### src/sv/alarm_buzzer_priority_sequencer_macros.svh
// assertion macros for the alarm buzzer priority sequencer
`ifndef ALARM_BUZZER_PRIORITY_SEQUENCER_MACROS_SVH
`define ALARM_BUZZER_PRIORITY_SEQUENCER_MACROS_SVH

// condition implies consequence in the same cycle, checked out of reset
`define ABPS_ASSERT_SAME(label, cond, cons, msg) \
  label: assert property (@(posedge clk) disable iff (!rst_n) (cond) |-> (cons)) \
    else $error(msg);

// condition implies consequence in the next cycle, checked out of reset
`define ABPS_ASSERT_NEXT(label, cond, cons, msg) \
  label: assert property (@(posedge clk) disable iff (!rst_n) (cond) |=> (cons)) \
    else $error(msg);

`endif

### src/sv/abps_pkg.sv
// shared types and constants of the alarm buzzer priority sequencer
`timescale 1ns / 1ps
`default_nettype none
package abps_pkg;

  // burst counter width
  localparam int CNT_W = 16;
  // configuration register width and index width
  localparam int CFG_W = 16;
  localparam int CFG_IDX_W = 2;

  // configuration register indexes
  localparam logic [CFG_IDX_W-1:0] REG_HIGH_BURST   = 2'd0;
  localparam logic [CFG_IDX_W-1:0] REG_MEDIUM_BURST = 2'd1;
  localparam logic [CFG_IDX_W-1:0] REG_LOW_BURST    = 2'd2;

  // item kinds
  localparam logic KIND_CMD  = 1'b0;
  localparam logic KIND_TICK = 1'b1;

  // alarm levels, codes 5..7 carry no meaning
  typedef enum logic [2:0] {
    LVL_IDLE    = 3'd0,
    LVL_LOW     = 3'd1,
    LVL_MEDIUM  = 3'd2,
    LVL_HIGH    = 3'd3,
    LVL_INHIBIT = 3'd4
  } level_t;

  // buzzer patterns
  localparam logic [1:0] PAT_SILENT    = 2'd0;
  localparam logic [1:0] PAT_VERY_SLOW = 2'd1;
  localparam logic [1:0] PAT_SLOW      = 2'd2;
  localparam logic [1:0] PAT_FAST      = 2'd3;

  typedef logic [CNT_W-1:0] cnt_t;

  typedef struct packed {
    logic       kind;
    logic [2:0] alarm_level;
    logic       beep_running;
  } item_t;

  typedef struct packed {
    logic       sound_update;
    logic [1:0] sound_pattern;
  } result_t;

  typedef struct packed {
    logic                 we;
    logic [CFG_IDX_W-1:0] idx;
    logic [CFG_W-1:0]     data;
  } cfg_wr_t;

  // which burst counters are still running
  typedef struct packed {
    logic hi_busy;
    logic md_busy;
    logic lo_busy;
  } cnt_status_t;

  // register value to counter load value, low bits kept
  function automatic cnt_t to_cnt(input logic [CFG_W-1:0] v);
    return CNT_W'(v);
  endfunction

endpackage
`default_nettype wire

### src/sv/abps_ifs.sv
// valid/ready channel interfaces for command beats and result beats
`timescale 1ns / 1ps
`default_nettype none
interface abps_in_if;
  logic       valid;
  logic       ready;
  logic       kind;
  logic [2:0] alarm_level;
  logic       beep_running;

  modport source (output valid, output kind, output alarm_level, output beep_running,
                  input ready);
  modport sink (input valid, input kind, input alarm_level, input beep_running,
                output ready);
endinterface

interface abps_out_if;
  logic       valid;
  logic       ready;
  logic       sound_update;
  logic [1:0] sound_pattern;

  modport source (output valid, output sound_update, output sound_pattern, input ready);
  modport sink (input valid, input sound_update, input sound_pattern, output ready);
endinterface
`default_nettype wire

### src/sv/abps_in_stage.sv
// input register that captures one command or tick beat
`timescale 1ns / 1ps
`default_nettype none
module abps_in_stage
  import abps_pkg::*;
(
  input  wire logic  clk,
  input  wire logic  rst_n,
  abps_in_if.sink    in_ch,
  input  wire logic  advance,
  output item_t      item,
  output logic       item_valid
);

  logic  valid_r, valid_nxt;
  item_t item_r;

  // take a new beat when empty or when the held beat moves on
  assign in_ch.ready = !valid_r || advance;

  always_comb begin
    valid_nxt = valid_r;
    if (in_ch.valid && in_ch.ready) begin
      valid_nxt = 1'b1;
    end else if (advance) begin
      valid_nxt = 1'b0;
    end
  end

  always_ff @(posedge clk) begin
    if (!rst_n) begin
      valid_r <= 1'b0;
    end else begin
      valid_r <= valid_nxt;
    end
  end

  // payload, no reset
  always_ff @(posedge clk) begin
    if (in_ch.valid && in_ch.ready) begin
      item_r.kind         <= in_ch.kind;
      item_r.alarm_level  <= in_ch.alarm_level;
      item_r.beep_running <= in_ch.beep_running;
    end
  end

  assign item       = item_r;
  assign item_valid = valid_r;

endmodule
`default_nettype wire

### src/sv/abps_core.sv
// burst counters, remembered level and pattern decision
`timescale 1ns / 1ps
`default_nettype none
module abps_core
  import abps_pkg::*;
(
  input  wire logic    clk,
  input  wire logic    rst_n,
  input  wire cfg_wr_t cfg,
  input  wire logic    advance,
  input  wire item_t   item,
  output result_t      result,
  output cnt_status_t  status
);

  logic [CFG_W-1:0] hi_ticks_r, md_ticks_r, lo_ticks_r;
  level_t           level_r, level_nxt;
  cnt_t             hi_cnt_r, hi_cnt_nxt;
  cnt_t             md_cnt_r, md_cnt_nxt;
  cnt_t             lo_cnt_r, lo_cnt_nxt;
  logic             hi_z, md_z, lo_z;

  // burst length registers
  always_ff @(posedge clk) begin
    if (!rst_n) begin
      hi_ticks_r <= CFG_W'(1000);
      md_ticks_r <= CFG_W'(1000);
      lo_ticks_r <= CFG_W'(1000);
    end else if (cfg.we) begin
      case (cfg.idx)
        REG_HIGH_BURST:   hi_ticks_r <= cfg.data;
        REG_MEDIUM_BURST: md_ticks_r <= cfg.data;
        REG_LOW_BURST:    lo_ticks_r <= cfg.data;
        default: ;
      endcase
    end
  end

  assign hi_z = (hi_cnt_r == '0);
  assign md_z = (md_cnt_r == '0);
  assign lo_z = (lo_cnt_r == '0);

  // decision for the beat held in the input register
  always_comb begin
    level_nxt            = level_r;
    hi_cnt_nxt           = hi_cnt_r;
    md_cnt_nxt           = md_cnt_r;
    lo_cnt_nxt           = lo_cnt_r;
    result.sound_update  = 1'b0;
    result.sound_pattern = PAT_SILENT;
    if (item.kind == KIND_TICK) begin
      if (!hi_z) hi_cnt_nxt = hi_cnt_r - CNT_W'(1);
      if (!md_z) md_cnt_nxt = md_cnt_r - CNT_W'(1);
      if (!lo_z) lo_cnt_nxt = lo_cnt_r - CNT_W'(1);
    end else if (item.beep_running) begin
      level_nxt = LVL_IDLE;
    end else begin
      case (item.alarm_level)
        LVL_HIGH: begin
          if (md_z && lo_z && level_r != LVL_HIGH) begin
            result.sound_update  = 1'b1;
            result.sound_pattern = PAT_FAST;
            level_nxt            = LVL_HIGH;
            hi_cnt_nxt           = to_cnt(hi_ticks_r);
          end
        end
        LVL_MEDIUM: begin
          if (hi_z && lo_z && level_r != LVL_MEDIUM) begin
            result.sound_update  = 1'b1;
            result.sound_pattern = PAT_SLOW;
            level_nxt            = LVL_MEDIUM;
            md_cnt_nxt           = to_cnt(md_ticks_r);
          end
        end
        LVL_LOW: begin
          if (hi_z && md_z && level_r != LVL_LOW) begin
            result.sound_update  = 1'b1;
            result.sound_pattern = PAT_VERY_SLOW;
            level_nxt            = LVL_LOW;
            lo_cnt_nxt           = to_cnt(lo_ticks_r);
          end
        end
        LVL_IDLE: begin
          if (hi_z && md_z && lo_z && level_r != LVL_IDLE) begin
            result.sound_update  = 1'b1;
            result.sound_pattern = PAT_SILENT;
            level_nxt            = LVL_IDLE;
          end
        end
        LVL_INHIBIT: begin
          result.sound_update  = 1'b1;
          result.sound_pattern = PAT_SILENT;
          level_nxt            = LVL_INHIBIT;
        end
        default: ;
      endcase
    end
  end

  // state moves only when the beat goes to the result register
  always_ff @(posedge clk) begin
    if (!rst_n) begin
      level_r  <= LVL_IDLE;
      hi_cnt_r <= '0;
      md_cnt_r <= '0;
      lo_cnt_r <= '0;
    end else if (advance) begin
      level_r  <= level_nxt;
      hi_cnt_r <= hi_cnt_nxt;
      md_cnt_r <= md_cnt_nxt;
      lo_cnt_r <= lo_cnt_nxt;
    end
  end

  assign status.hi_busy = !hi_z;
  assign status.md_busy = !md_z;
  assign status.lo_busy = !lo_z;

endmodule
`default_nettype wire

### src/sv/abps_out_stage.sv
// result register driving the output channel
`timescale 1ns / 1ps
`default_nettype none
module abps_out_stage
  import abps_pkg::*;
(
  input  wire logic    clk,
  input  wire logic    rst_n,
  input  wire logic    advance,
  input  wire result_t result,
  output logic         space,
  abps_out_if.source   out_ch
);

  logic    valid_r, valid_nxt;
  result_t result_r;

  // room for a new result when empty or being drained
  assign space = !valid_r || out_ch.ready;

  always_comb begin
    valid_nxt = valid_r;
    if (advance) begin
      valid_nxt = 1'b1;
    end else if (out_ch.ready) begin
      valid_nxt = 1'b0;
    end
  end

  always_ff @(posedge clk) begin
    if (!rst_n) begin
      valid_r <= 1'b0;
    end else begin
      valid_r <= valid_nxt;
    end
  end

  always_ff @(posedge clk) begin
    if (advance) begin
      result_r <= result;
    end
  end

  assign out_ch.valid         = valid_r;
  assign out_ch.sound_update  = result_r.sound_update;
  assign out_ch.sound_pattern = result_r.sound_pattern;

endmodule
`default_nettype wire

### src/sv/alarm_buzzer_priority_sequencer.sv
// alarm buzzer priority sequencer: top level
// path: an accepted beat is held in the input register, then its result is written
//   into the result register, from which the output channel takes the result beat
// throughput: one beat per cycle while the output channel takes results, set by the
//   single decision stage between the input register and the result register
// reset: synchronous active-low rst_n empties both registers, clears the counters,
//   sets the remembered level to idle and the burst lengths to 1000
`timescale 1ns / 1ps
`default_nettype none
`include "alarm_buzzer_priority_sequencer_macros.svh"
module alarm_buzzer_priority_sequencer
  import abps_pkg::*;
(
  input  wire logic                 clk,
  input  wire logic                 rst_n,
  abps_in_if.sink                   in_ch,
  abps_out_if.source                out_ch,
  input  wire logic                 cfg_we,
  input  wire logic [CFG_IDX_W-1:0] cfg_idx,
  input  wire logic [CFG_W-1:0]     cfg_wdata
);

  item_t       item;
  logic        item_valid;
  logic        space;
  logic        advance;
  result_t     result;
  cnt_status_t status;
  cfg_wr_t     cfg;
  logic        tick_adv;
  logic        out_quiet;
  logic        stall_both;

  // a held beat moves on when the result register has room
  assign advance = item_valid && space;

  assign cfg.we   = cfg_we;
  assign cfg.idx  = cfg_idx;
  assign cfg.data = cfg_wdata;

  abps_in_stage u_in (
    .clk        (clk),
    .rst_n      (rst_n),
    .in_ch      (in_ch),
    .advance    (advance),
    .item       (item),
    .item_valid (item_valid)
  );

  abps_core u_core (
    .clk     (clk),
    .rst_n   (rst_n),
    .cfg     (cfg),
    .advance (advance),
    .item    (item),
    .result  (result),
    .status  (status)
  );

  abps_out_stage u_out (
    .clk     (clk),
    .rst_n   (rst_n),
    .advance (advance),
    .result  (result),
    .space   (space),
    .out_ch  (out_ch)
  );

  // terms used by the checks
  assign tick_adv   = advance && item.kind == KIND_TICK;
  assign out_quiet  = out_ch.valid && !out_ch.sound_update;
  assign stall_both = item_valid && out_ch.valid && !out_ch.ready;

  // checks
  `ABPS_ASSERT_SAME(a_one_burst, 1'b1, $countones(status) <= 1, "more than one burst running")
  `ABPS_ASSERT_NEXT(a_tick_silent, tick_adv, out_quiet, "tick beat commanded a sound")
  `ABPS_ASSERT_SAME(a_stall_blocks, stall_both, !in_ch.ready, "input taken while stalled")
  `ABPS_ASSERT_SAME(a_pat_quiet, out_quiet, out_ch.sound_pattern == PAT_SILENT, "stray pattern")

endmodule
`default_nettype wire
### src/flat_wrapper.sv
// flat-port wrapper written by rule: the top's interface ports become plain ports
module alarm_buzzer_priority_sequencer_flat import abps_pkg::*;
  (clk, rst_n, cfg_we, cfg_idx, cfg_wdata, in_ch_valid, in_ch_kind, in_ch_alarm_level, in_ch_beep_running, in_ch_ready, out_ch_valid, out_ch_sound_update, out_ch_sound_pattern, out_ch_ready);
  abps_in_if in_ch_i ();
  abps_out_if out_ch_i ();
  input  wire logic clk;
  input  wire logic rst_n;
  input  wire logic cfg_we;
  input  wire logic [CFG_IDX_W-1:0] cfg_idx;
  input  wire logic [CFG_W-1:0] cfg_wdata;
  input wire logic [$bits(in_ch_i.valid)-1:0] in_ch_valid;
  input wire logic [$bits(in_ch_i.kind)-1:0] in_ch_kind;
  input wire logic [$bits(in_ch_i.alarm_level)-1:0] in_ch_alarm_level;
  input wire logic [$bits(in_ch_i.beep_running)-1:0] in_ch_beep_running;
  output wire logic [$bits(in_ch_i.ready)-1:0] in_ch_ready;
  output wire logic [$bits(out_ch_i.valid)-1:0] out_ch_valid;
  output wire logic [$bits(out_ch_i.sound_update)-1:0] out_ch_sound_update;
  output wire logic [$bits(out_ch_i.sound_pattern)-1:0] out_ch_sound_pattern;
  input wire logic [$bits(out_ch_i.ready)-1:0] out_ch_ready;
  assign in_ch_i.valid = in_ch_valid;
  assign in_ch_i.kind = in_ch_kind;
  assign in_ch_i.alarm_level = in_ch_alarm_level;
  assign in_ch_i.beep_running = in_ch_beep_running;
  assign in_ch_ready = in_ch_i.ready;
  assign out_ch_valid = out_ch_i.valid;
  assign out_ch_sound_update = out_ch_i.sound_update;
  assign out_ch_sound_pattern = out_ch_i.sound_pattern;
  assign out_ch_i.ready = out_ch_ready;
  alarm_buzzer_priority_sequencer u_core (.clk(clk), .rst_n(rst_n), .in_ch(in_ch_i), .out_ch(out_ch_i), .cfg_we(cfg_we), .cfg_idx(cfg_idx), .cfg_wdata(cfg_wdata));
endmodule
### config.mk
export PLATFORM = sky130hd
export DESIGN_NAME = alarm_buzzer_priority_sequencer_flat
export DESIGN_NICKNAME = d
export VERILOG_FILES = /design/src/sv/abps_pkg.sv /design/src/sv/abps_ifs.sv /design/src/sv/abps_in_stage.sv /design/src/sv/abps_core.sv /design/src/sv/abps_out_stage.sv /design/src/sv/alarm_buzzer_priority_sequencer.sv /design/src/flat_wrapper.sv
export VERILOG_INCLUDE_DIRS = /design/src /design/src/sv
export SDC_FILE = /design/constraint.sdc
export NUM_CORES = 1
export LEC_CHECK = 0
export ABC_AREA = 1
export BUFFER_PORTS_ARGS = -buffer_cell sky130_fd_sc_hd__buf_2
export CAP_MARGIN = 25
export CORE_ASPECT_RATIO = 1.2
export CORE_MARGIN = 5
export CORE_UTILIZATION = 33
export DETAILED_ROUTE_END_ITERATION = 10
export GPL_TIMING_DRIVEN = 0
export SLEW_MARGIN = 20
export SYNTH_ARGS = -nofsm -noshare
export SYNTH_HDL_FRONTEND = slang
export SYNTH_HIERARCHICAL = 1
export SYNTH_SLANG_ARGS = --single-unit
export TNS_END_PERCENT = 50
### constraint.sdc
create_clock -name clk -period 2.15 [get_ports clk]
set_input_delay 0.43 -clock clk [delete_from_list [all_inputs] [get_ports clk]]
set_output_delay 0.43 -clock clk [all_outputs]
set_load 0.02 [all_outputs]
==> qor.yml <==
ant_nets: 0
gp_congestion: 0.9011
setup_viol: 0
power_mw: 5.254
grt.busiest_layer: "met2"
synth_seq_cells: 109
drc: 0
via_count: 5617
hpwl_um: 13160
status: "complete, no violations"
crit_fanout: 10
postCtsHoldBufs: 0
min_to: "u_core/u_in/item[4]$_DFFE_PP_"
insertion_delay_ns: 0.36
grt_pass1_wl_um: 28590
p_leak_nw: 2.821
yosysTopAreaCell: "dfxtp_1"
drive_gt1_share_pct: 13.24
syn_nets: 859
crit_path_start_kind: "flop"
synth_ff_type: "dfxtp_1"
avgRoutedWirePerCell_um: 16.45
cp_cell_sequence: "inv_1 -> ha_2 -> nand2_2 -> nor2_2 -> nand2_4 -> nor2_4 -> nand3_4 -> nand2_2 -> nand2_4 -> buf_6 -> a21oi_2 -> a21oi_1"
place_area_um2: 6142
clk_root_buffer_cell: "clkbuf_16"
timing.rr.end: "u_core/u_core/lo_cnt_r[14]$_SDFFE_PN0P_"
syn_to_final_growth_pct: 13.69
core_um2: 16920
diodes: 0
port_buffers: 32
initialDrtViolationCount: 464
first_pass_iters: 5
synth_common_cells: "nand2_1, nor2_1, dfxtp_1"
via_per_inst: 5.144
clock.fmax_ghz: 0.4890
die_h_um: 154.1
nFillCells: 1849
rrSetupSlack_ns: 0.11
pin_count: 33
synth_async_sr_flop_share_pct: 0
cts_buffer_depth: 2
syn_inst: 826
grt_pass1_vias: 5417
vdd_ir_drop_max_v: 0.0003782
h-tree-depth: 3
worstRegToRegCells: 12
grt_antenna_before_repair: 0
grt.met3_usage_pct: 2.464
required_ns: 2.40
period_share_pct: 95.12
hp-class: "input pin to flop"
synthTopCellsByArea: "dfxtp_1, nand2_1, nor2_1"
synth_edf_count: 8
wirelength_um: 17970
drv_slew: 0
cts_tree: "built"
die_w_um: 130.1
finClkSkew_ns: 0.007460
fp-row-count: 52
die_area_um2: 20050
overflow: 0
nets: 904
powerDensity_nw_per_um2: 809.1
grt.met2_usage_pct: 29.22
start_util_pct: 33.76
clk_pin_slew_ns: 0.08
postLayoutCellArea_um2: 6494
hold_depth: 1
tns_ns: 0
ys_warn_count: 6
arrival_ns: 2.29
regToRegStartpoint: "u_core/u_core/hi_cnt_r[0]$_SDFFE_PN0P_"
relSlewSlack_pct: 45.49
clock_sinks: 109
netlist-cell-type-count: 47
netlist_area_um2: 5712
multi_input_area_um2: 3007
synth_top_cell_area_share_pct: 35.40
ys_seq_area_share_pct: 39.61
grtUsageMet1_pct: 24.62
fin_crit_ns: 2.045
finish.utilization_pct: 38.39
cts_inserted_buffers: 9
synth_most_common_cell: "nand2_1"
syn_avg_cell_area_um2: 6.915
grt_usage_pct: 18.28
crit_type: "flop to flop"
cp-end-kind: "flop"
whs_ns: 0.2526
hold_path.startpoint: "in_ch_kind"
register_area_um2: 2262
worst_pin_slew_ns: 0.8114
maxCapViolCount: 0
crit_path_top_delay_cell: "dfxtp_1"
cpPeakStageDelay_ns: 0.31
grt_max_degree: 19
hold_violations: 0
## worst max path at each step
stage                                      startpoint  slack [ns]                                       to  depth (start not counted)
6_report       u_core/u_core/hi_cnt_r[0]$_SDFFE_PN0P_        0.11  u_core/u_core/lo_cnt_r[14]$_SDFFE_PN0P_                         12
5_1_grt        u_core/u_core/md_cnt_r[0]$_SDFFE_PN0P_       -0.02   u_core/u_core/lo_cnt_r[8]$_SDFFE_PN0P_                         15
4_1_cts                 u_core/u_in/item[4]$_DFFE_PP_        0.01  u_core/u_core/lo_cnt_r[13]$_SDFFE_PN0P_                          6
3_5_place_dp                             out_ch_ready       -0.10  u_core/u_core/lo_cnt_r[14]$_SDFFE_PN0P_                         12
3_3_place_gp                             out_ch_ready       -0.08  u_core/u_core/lo_cnt_r[14]$_SDFFE_PN0P_                         12
2_1_floorplan  u_core/u_core/md_cnt_r[0]$_SDFFE_PN0P_        0.40   u_core/u_core/lo_cnt_r[9]$_SDFFE_PN0P_                         14
## report_power, final
group	internal, mW	switching (mW)	leakage, nW
registers	2.16	0.0953	0.902
logic	0.463	0.919	1.79
clock network	0.798	0.815	0.134
total	3.42	1.83	2.82
## state kept, by name, indices dropped and copies added, names as in the netlist
| register | flops |
|---|---|
| u_core/u_out/out_ch.sound_pattern | 2 |
| u_core/u_out/out_ch.valid | 1 |
| u_core/u_core/hi_ticks_r | 16 |
| u_core/u_core/hi_cnt_r | 16 |
| u_core/u_core/lo_cnt_r | 16 |
| u_core/u_core/lo_ticks_r | 16 |
| u_core/u_core/level_r | 3 |
| u_core/u_core/md_cnt_r | 16 |
| u_core/u_in/item | 5 |
| u_core/u_in/item_valid | 1 |
| u_core/u_out/out_ch.sound_update | 1 |
| u_core/u_core/md_ticks_r | 16 |
## cells by family after synthesis
| family | Yosys count | synth area share, % |
|---|---|---|
| AOI/OAI and AO/OA | 212 | 20.92 |
| xor gates and xnor gates | 10 | 1.533 |
| adders and majority gates | 5 | 1.095 |
| buffers and inverters | 114 | 8.346 |
| DFF | 109 | 39.61 |
| and+or+nand+nor | 376 | 28.50 |
## timing repair
| action | 4_1_cts | 5_1_grt |
|---|---|---|
| endpoints found under the setup margin | 10 | 37 |
| buffers inserted | 0 | 2 |
| pin swaps | 0 | 1 |
| resized for setup | 2 | 21 |
## metal layers
| metal | wire, um | vias to the layer above | part of all wire, % |
|---|---|---|---|
| li1 | - | 2810 | - |
| met1 | 8221 | 2597 | 46 |
| met2 | 8301 | 178 | 46 |
| met3 | 931 | 32 | 5.2 |
| met4 | 513 | 0 | 2.9 |
| met5 | 0 | - | 0 |
## through the flow
stage          setup slack, ns  cells
2_1_floorplan           0.4003    826
3_3_place_gp          -0.08397   1074
3_5_place_dp           -0.1003   1074
4_1_cts                0.01392   1090
5_1_grt               -0.01983   1092
6_report                0.1050   1092
## critical path, delay by kind of cell (launching register included)
kind	cells	cell delay (ns)
AO/OA/AOI/OAI	2	0.26
buffers and inverters	2	0.27
flip-flops	1	0.31
adder cells (fa/ha/maj)	1	0.21
AND/OR/NAND/NOR	7	0.88
## layout by cell type, fill, tap and decap left out, types with 8 or more instances in the layout
cell type	instances
a21oi_1	71
a21oi_2	8
buf_2	38
clkbuf_1	18
clkbuf_16	9
dfxtp_1	101
edfxtp_1	8
inv_1	72
nand2_1	152
nand2_2	9
nand3_1	47
nor2_1	126
nor2_2	10
nor3_1	10
o211ai_1	11
o21ai_0	89
o21ai_1	8
## layout make-up
type / instances / share of cell area, %
buffer: 34 / 2.775
multi-input combinational: 603 / 46.30
timing repair buffer: 34 / 2.890
inverter: 80 / 4.817
clock inverter: 6 / 0.6936
tap: 216 / 4.162
clock buffer: 10 / 3.526
sequential: 109 / 34.84
Note: power is estimated with default switching activity, not from simulation.
